===== src/rtl/ttpg_pkg.sv =====
// Shared types, register indexes and the attribute coloring rule for the text pixel generator.
package ttpg_pkg;

    localparam int CfgIndexWidth = 3;
    localparam int CfgDataWidth  = 14;
    localparam int InDataWidth   = 56;
    localparam int OutDataWidth  = 24;

    typedef enum logic [CfgIndexWidth-1:0] {
        REG_MODE_CONTROL   = 3'd0,
        REG_ATTR_MAP       = 3'd1,
        REG_THIN_FONT      = 3'd2,
        REG_CURSOR_START   = 3'd3,
        REG_CURSOR_END     = 3'd4,
        REG_CURSOR_ADDRESS = 3'd5,
        REG_COLOUR_SELECT  = 3'd6
    } cfg_reg_t;

    localparam logic [7:0]  ModeControlReset   = 8'h00;
    localparam logic [3:0]  AttrMapReset       = 4'h4;
    localparam logic        ThinFontReset      = 1'b1;
    localparam logic [6:0]  CursorStartReset   = 7'h00;
    localparam logic [3:0]  CursorEndReset     = 4'h0;
    localparam logic [13:0] CursorAddressReset = 14'h0000;
    localparam logic [3:0]  ColourSelectReset  = 4'h0;

    localparam logic [4:0]  CountNarrow = 5'd8;
    localparam logic [4:0]  CountWide   = 5'd16;

    // Background color, foreground color and bold select of one text cell
    typedef struct packed {
        logic c0;
        logic c1;
        logic bold;
    } attr_color_t;

    function automatic attr_color_t attr_rule(input logic [7:0] n, input logic blink_mode,
                                              input logic [3:0] m);
        attr_color_t r;
        r.c0   = 1'b1;
        r.c1   = 1'b0;
        r.bold = n[3];
        // upper groups, excluding x0 and x8
        if (n >= 8'h11 && n[2:0] != 3'd0) begin
            r.c0 = m[2];
            r.c1 = ~m[2];
            if (m[3]) r.bold = 1'b1;
        end
        if (n >= 8'h01 && n <= 8'h0E && n != 8'h07) begin
            r.c0 = m[0];
            r.c1 = ~m[0];
            if (m[1]) r.bold = 1'b1;
        end
        if (blink_mode && n >= 8'h81 && n <= 8'h8E && n != 8'h87) begin
            r.c0 = m[0];
            r.c1 = ~m[0];
        end
        if (n == 8'h07 || n == 8'h0F) begin
            r.c0 = 1'b0;
            r.c1 = 1'b1;
        end
        if (blink_mode && (n == 8'h87 || n == 8'h8F)) begin
            r.c0 = 1'b0;
            r.c1 = 1'b1;
        end
        if (n >= 8'h81 && n <= 8'h8F) begin
            if (!blink_mode) begin
                r.c0 = 1'b0;
                r.c1 = 1'b1;
            end
            r.bold = n[3];
        end
        // multiples of 0x11 are solid light (in blink mode, bit 7 is ignored)
        if (!blink_mode) begin
            if (n[7:4] == n[3:0]) begin
                r.c0 = 1'b0;
                r.c1 = 1'b0;
            end
        end else begin
            if ({1'b0, n[6:4]} == n[3:0]) begin
                r.c0 = 1'b0;
                r.c1 = 1'b0;
            end
        end
        return r;
    endfunction

endpackage


===== src/rtl/two_tone_text_pixel_generator.sv =====
// Top level of the two-tone text and graphics pixel generator.
//
// Usage: each item on the s_ channel is one character cell (code, attribute,
// both font rows, scanline, line parity, blink phase and cell address) or, in
// graphics modes, one video byte in the code field. Each item yields exactly
// one result on the m_ channel: a row of pixel bits (1 = dark ink, msb
// leftmost) and a pixel count of 16 in 40-column text, 8 otherwise.
// The accepting edge loads the input register; the item then moves to the
// result register, which raises m_tvalid, once the output side can take it.
// Throughput is one item per cycle while m_tready stays high; the coloring,
// cursor and dither logic sits between those two registers.
// Configuration registers must be written through cfg_wr_en/cfg_index/
// cfg_wdata only while no item is in flight; the block does not enforce this.
// An unknown index is ignored. Reset clears both valid flags and loads the
// register defaults (attribute map 4, thin font 1, all others 0). When the
// receiver stalls, the result register holds, the input register takes one
// more item if it is empty, then s_tready drops until m_tready returns.
module two_tone_text_pixel_generator
    import ttpg_pkg::*;
(
    input  logic                     aclk,
    input  logic                     aresetn,
    input  logic                     cfg_wr_en,
    input  logic [CfgIndexWidth-1:0] cfg_index,
    input  logic [CfgDataWidth-1:0]  cfg_wdata,
    input  logic                     s_tvalid,
    output logic                     s_tready,
    // cell_address[13:0], char_code[21:14], attribute[29:22], font_row_normal[37:30],
    // font_row_bold[45:38], scanline[48:46], line_odd[49], blink_phase[50], zero[55:51]
    input  logic [InDataWidth-1:0]   s_tdata,
    output logic                     m_tvalid,
    input  logic                     m_tready,
    // pixels[15:0], pixel_count[20:16], zero[23:21]
    output logic [OutDataWidth-1:0]  m_tdata
);

    logic [7:0]  mode_control_reg;
    logic [3:0]  attr_map_reg;
    logic        thin_font_reg;
    logic [6:0]  cursor_start_reg;
    logic [3:0]  cursor_end_reg;
    logic [13:0] cursor_address_reg;
    logic [3:0]  colour_select_reg;

    logic                   in_valid_reg;
    logic [InDataWidth-1:0] in_data_reg;
    logic                   out_valid_reg;
    logic [15:0]            pixels_reg;
    logic [4:0]             count_reg;
    logic [15:0]            pixels_next;
    logic [4:0]             count_next;
    logic                   out_ready;

    logic [13:0] cell_address;
    logic [7:0]  char_code;
    logic [7:0]  attribute;
    logic [7:0]  font_row_normal;
    logic [7:0]  font_row_bold;
    logic [2:0]  scanline;
    logic        line_odd;
    logic        blink_phase;

    logic        blink_mode;
    logic        enabled;
    logic        cursor_line;
    logic        cursor_on;
    logic        blank;
    attr_color_t color;
    logic        fg;
    logic [7:0]  font_row;
    logic [7:0]  text_pix;
    logic [7:0]  gfx_pix;
    logic [1:0]  gfx_pair;

    // configuration writes
    always_ff @(posedge aclk) begin
        if (!aresetn) begin
            mode_control_reg   <= ModeControlReset;
            attr_map_reg       <= AttrMapReset;
            thin_font_reg      <= ThinFontReset;
            cursor_start_reg   <= CursorStartReset;
            cursor_end_reg     <= CursorEndReset;
            cursor_address_reg <= CursorAddressReset;
            colour_select_reg  <= ColourSelectReset;
        end else if (cfg_wr_en) begin
            case (cfg_index)
                REG_MODE_CONTROL:   mode_control_reg   <= cfg_wdata[7:0];
                REG_ATTR_MAP:       attr_map_reg       <= cfg_wdata[3:0];
                REG_THIN_FONT:      thin_font_reg      <= cfg_wdata[0];
                REG_CURSOR_START:   cursor_start_reg   <= cfg_wdata[6:0];
                REG_CURSOR_END:     cursor_end_reg     <= cfg_wdata[3:0];
                REG_CURSOR_ADDRESS: cursor_address_reg <= cfg_wdata[13:0];
                REG_COLOUR_SELECT:  colour_select_reg  <= cfg_wdata[3:0];
                default: ;
            endcase
        end
    end

    assign out_ready = !out_valid_reg || m_tready;
    assign s_tready  = !in_valid_reg || out_ready;

    always_ff @(posedge aclk) begin
        if (!aresetn) begin
            in_valid_reg  <= 1'b0;
            out_valid_reg <= 1'b0;
        end else begin
            if (s_tready) in_valid_reg <= s_tvalid;
            if (out_ready) out_valid_reg <= in_valid_reg;
        end
    end

    always_ff @(posedge aclk) begin
        if (s_tvalid && s_tready) in_data_reg <= s_tdata;
        if (in_valid_reg && out_ready) begin
            pixels_reg <= pixels_next;
            count_reg  <= count_next;
        end
    end

    assign cell_address    = in_data_reg[13:0];
    assign char_code       = in_data_reg[21:14];
    assign attribute       = in_data_reg[29:22];
    assign font_row_normal = in_data_reg[37:30];
    assign font_row_bold   = in_data_reg[45:38];
    assign scanline        = in_data_reg[48:46];
    assign line_odd        = in_data_reg[49];
    assign blink_phase     = in_data_reg[50];

    // text cell coloring and cursor
    always_comb begin
        blink_mode  = mode_control_reg[5];
        enabled     = mode_control_reg[3];
        cursor_line = (cursor_start_reg[6:5] != 2'b01)
                      && (cursor_start_reg[3:0] <= {1'b0, scanline})
                      && (cursor_end_reg >= {1'b0, scanline});
        cursor_on   = (cell_address == cursor_address_reg) && cursor_line
                      && enabled && blink_phase;
        blank       = blink_phase && blink_mode && attribute[7] && !cursor_on;
        color       = attr_rule(attribute, blink_mode, attr_map_reg);
        fg          = blank ? color.c0 : color.c1;
        font_row    = (color.bold ^ thin_font_reg) ? font_row_bold : font_row_normal;
        text_pix    = ((font_row & {8{fg}}) | (~font_row & {8{color.c0}}))
                      ^ {8{cursor_on}};
    end

    // graphics byte: 1 bpp with ink select, or 2 bpp dither on line parity
    always_comb begin
        gfx_pix  = '0;
        gfx_pair = '0;
        if (mode_control_reg[4]) begin
            gfx_pix = (enabled && colour_select_reg != 4'd0) ? char_code : 8'd0;
        end else begin
            for (int i = 0; i < 4; i++) begin
                gfx_pair = enabled ? char_code[2*i +: 2] : 2'b00;
                case (gfx_pair)
                    2'b00:   gfx_pix[2*i +: 2] = 2'b00;
                    2'b01:   gfx_pix[2*i +: 2] = line_odd ? 2'b00 : 2'b10;
                    2'b10:   gfx_pix[2*i +: 2] = line_odd ? 2'b01 : 2'b10;
                    default: gfx_pix[2*i +: 2] = 2'b11;
                endcase
            end
        end
    end

    always_comb begin
        pixels_next = '0;
        count_next  = CountNarrow;
        if (mode_control_reg[1]) begin
            pixels_next = {8'd0, gfx_pix};
        end else if (mode_control_reg[0]) begin
            pixels_next = {8'd0, text_pix};
        end else begin
            for (int i = 0; i < 8; i++) begin
                pixels_next[2*i +: 2] = {2{text_pix[i]}};
            end
            count_next = CountWide;
        end
    end

    assign m_tvalid = out_valid_reg;
    assign m_tdata  = {3'd0, count_reg, pixels_reg};

    a_advance: assert property (@(posedge aclk) disable iff (!aresetn)
        in_valid_reg && out_ready |=> m_tvalid)
        else $error("held item did not advance to the result register");

    a_count: assert property (@(posedge aclk) disable iff (!aresetn)
        m_tvalid |-> (count_reg == CountNarrow || count_reg == CountWide))
        else $error("pixel count is neither 8 nor 16");

    a_narrow: assert property (@(posedge aclk) disable iff (!aresetn)
        m_tvalid && count_reg == CountNarrow |-> pixels_reg[15:8] == 8'd0)
        else $error("eight-pixel result has upper bits set");

    a_stall: assert property (@(posedge aclk) disable iff (!aresetn)
        !s_tready |-> (in_valid_reg && m_tvalid && !m_tready))
        else $error("input stalled without a full pipeline");

endmodule


===== config.mk =====
export PLATFORM = sky130hd
export DESIGN_NAME = two_tone_text_pixel_generator
export DESIGN_NICKNAME = d
export VERILOG_FILES = /design/src/rtl/ttpg_pkg.sv /design/src/rtl/two_tone_text_pixel_generator.sv
export SDC_FILE = /design/constraint.sdc
export NUM_CORES = 1
export LEC_CHECK = 0
export BUFFER_PORTS_ARGS = -buffer_cell sky130_fd_sc_hd__buf_2
export CORE_MARGIN = 2
export CORE_UTILIZATION = 57
export CTS_BUF_LIST = sky130_fd_sc_hd__clkbuf_16
export DETAILED_ROUTE_END_ITERATION = 8
export PLACE_DENSITY = 0.83
export SKIP_LAST_GASP = 1
export SLEW_MARGIN = 20
export SYNTH_ARGS = -nofsm -noshare
export SYNTH_HDL_FRONTEND = slang
export SYNTH_SLANG_ARGS = --single-unit

===== constraint.sdc =====
create_clock -name aclk -period 6.3 [get_ports aclk]
set_input_delay 1.26 -clock aclk [delete_from_list [all_inputs] [get_ports aclk]]
set_output_delay 1.26 -clock aclk [all_outputs]
set_load 0.05 [all_outputs]

==> summary.md <==
| Metric | Value |
|---|---|
| Clock Path Buffers | `2` |
| Hpwl dp | `7920 µm` |
| Starting Density | `58.0%` |
| Worst-path clk slew | `0.07 ns` |
| Synth Cell Area | `0.00528 mm²` |
| Post-Place Cells | `667` |
| Clk_skew | `0.00641 ns` |
| Via/cell ratio | `5.71` |
| RSZ-0062 raised after global routing | `false` |
| Top-area cell type share of the netlist area | `37.0%` |
| Post-Layout Cell Count | `683` |
| Seq/Total Area, Yosys | `52.1%` |
| Hold EP | `cursor_address_reg[10]$_SDFFE_PN0P_` |
| TritonRoute pass-1 iters | `4` |
| Startpoint Class | `input pin` |
| Drt drc | `0` |
| I/O pin total | `104` |
| Slew Viols, Final | `0` |
| Worst r2r src | `in_data_reg[28]$_DFFE_PP_` |
| Multi-input gate area | `0.00231 mm²` |
| Ratio of cells with drive above 1 in the final layout | `23.1%` |
| Hold Path Class | `register to register` |
| CTS H-Tree Depth | `3` |
| Worst setup EP type | `output port` |
| Max FFs per register | `51` |
| Final min period | `3.25 ns` |
| Via Count | `3899` |
| TritonCTS buffer count | `9` |
| Mapped Cells | `485` |
| Ys async rst share | `0%` |
| Hold Crit Start | `cursor_address_reg[10]$_SDFFE_PN0P_` |
| Die height | `100 µm` |
| Total Wirelength | `10900 µm` |
| Commonest non-fill, non-tap cells in the layout | `92 x buf_2, 65 x edfxtp_1, 61 x nand2_1, 40 x dfxtp_1, 29 x mux2i_1` |
| Yosys warns | `0` |
| Filler instances | `720` |
| Yosys top cell by area | `edfxtp_1` |
| Max-cap violations | `0` |
| Hold Crit Depth | `2` |
| Slew @ Worst Pin | `0.935 ns` |
| Worst Path Required | `5.04 ns` |
| R2r endpoint | `pixels_reg[6]$_DFFE_PP_` |
| WL/cell | `16.0 µm` |
| Gr ovfl total | `0` |
| Hold buffer count at cts | `0` |
| Area contributors post-synth | `edfxtp_1 37%, dfxtp_1 15%, mux2i_1 5.5%` |
| Inserted Diodes | `0` |
| # setup viols final | `0` |
| Layout Nets | `651` |
| CTS tree | `done` |
| Pin count of the biggest net entering global routing | `52` |
| Register bit total from synthesis | `105` |
| Max Freq | `308 MHz` |
| Area growth, synth to finish | `13.6%` |
| Power Density | `256 mW/mm²` |
| Setup bufs post-CTS | `0` |
| Global-route wire length before repair | `17600 µm` |
| Crit Path Class | `input pin to output port` |
| VDD IR max | `186 µV` |
| Commonest non-fill, non-tap cell in the layout | `buf_2` |
| Post-synth top flop | `edfxtp_1` |
| Overall global routing resource usage | `22.1%` |
| Resize count post-CTS | `0` |
| Row count | `35` |
| Pleak | `2.35 nW` |
| Initial antenna violation count | `0` |
| Setup TNS | `0 ns` |
| Later-pin clock latency in the skew report | `0.34 ns` |
| Register area | `0.00275 mm²` |
| Vias in the first global route | `3787` |
| Die Width | `100 µm` |
| Die area | `0.0100 mm²` |
| Normalized max-slew margin | `37.2%` |
| Reg2reg setup slack | `3.17 ns` |
| DRT iter0 DRCs | `219` |
| Core area | `0.00911 mm²` |
| Setup slack at placement | `3.11 ns` |
| Clk root buf | `clkbuf_16` |
| Final period utilization | `51.6%` |
| Clk sinks | `105` |
| Status | `finished clean` |
| CP arrival | `1.99 ns` |
| Critical Path Fanout Max | `4` |
| Synth cell types | `59` |
| Hold Vio Cnt, Final | `0` |
| GPL Wtd Cong | `0.848` |
| Port Buffer Count | `92` |
| EDFF count, synth | `65` |
| Setup ws final | `3.05 ns` |
| R2R cell count | `7` |
| Syn Area/Cell | `10.9 µm²` |
| Post-route ant nets | `0` |
## cell families after synthesis
group | Yosys count | share of synthesized area (%)
compound gates | 98 | 14.5
xor+xnor | 18 | 2.99
fa+ha+maj | 9 | 1.99
buf+inv | 38 | 4.64
flops | 105 | 52.1
mux | 29 | 5.50
other cells | 1 | 0.0710
simple gates | 187 | 18.2
## layout make-up
type                            instances  share of cell area [%]
Inverter                               11                   0.689
Clock buffer                            9                    3.76
Tap cell                              111                    2.32
Timing Repair Buffer                   93                    7.80
Sequential cell                       105                    45.9
Multi-Input combinational cell        347                    38.5
Clock inverter                          7                    1.08
## routing by layer
layer,GRT usage [%],part of all wire [%],vias to the layer above
met3,4.18,4.1,13
met2,39.4,52,108
met4,6.64,1.6,0
met5,0,0,-
met1,27.2,42,1849
li1,-,-,1929
## Yosys cell counts (8+ instances only)
cell / instances
nor2_1: 23
nand3_1: 16
a21boi_0: 14
dfxtp_1: 40
clkbuf_1: 9
o21ai_0: 13
nor2b_1: 26
buf_4: 12
inv_1: 11
a31oi_1: 8
nand2b_1: 17
mux2i_1: 29
edfxtp_1: 65
a211oi_1: 8
o211ai_1: 8
nor4_1: 9
nand2_1: 61
xor2_1: 15
## worst max-delay path, stage by stage
cell and delay [ns]:
buf_2 0.10, nor2b_1 0.26, nand2_1 0.14, buf_2 0.23
## through the flow
step / hold WS [ns] / cell area (µm²) / power, W / util (%)
after floorplan: 0.434 / 5300 / 0.000957 / -
after global placement: 0.463 / 5700 / 0.00101 / 62.6
after detailed placement: 0.472 / 5700 / 0.00101 / 62.6
after CTS: 0.482 / 5990 / 0.00154 / 65.8
after global routing: 0.511 / 6000 / 0.00159 / 65.8
final: 0.480 / 6000 / 0.00153 / 65.8
## power by group
part           leakage (nW)  internal, W  switching [W]
logic                  1.25    0.0000786       0.000134
registers             0.951     0.000769      0.0000194
clock network         0.145     0.000277       0.000258
total                  2.35      0.00112       0.000411
## worst max-delay path by stage
stage	from	end	slack (ns)	depth (start not counted)
finish	m_tready	s_tready	3.05	4
global route	m_tready	s_tready	3.02	4
CTS	m_tready	s_tready	3.10	4
global placement	m_tready	s_tready	3.18	4
floorplan	m_tready	in_data_reg[0]$_DFFE_PP_	2.90	3
detailed placement	m_tready	s_tready	3.11	4
(Power assumes the default switching activity.)
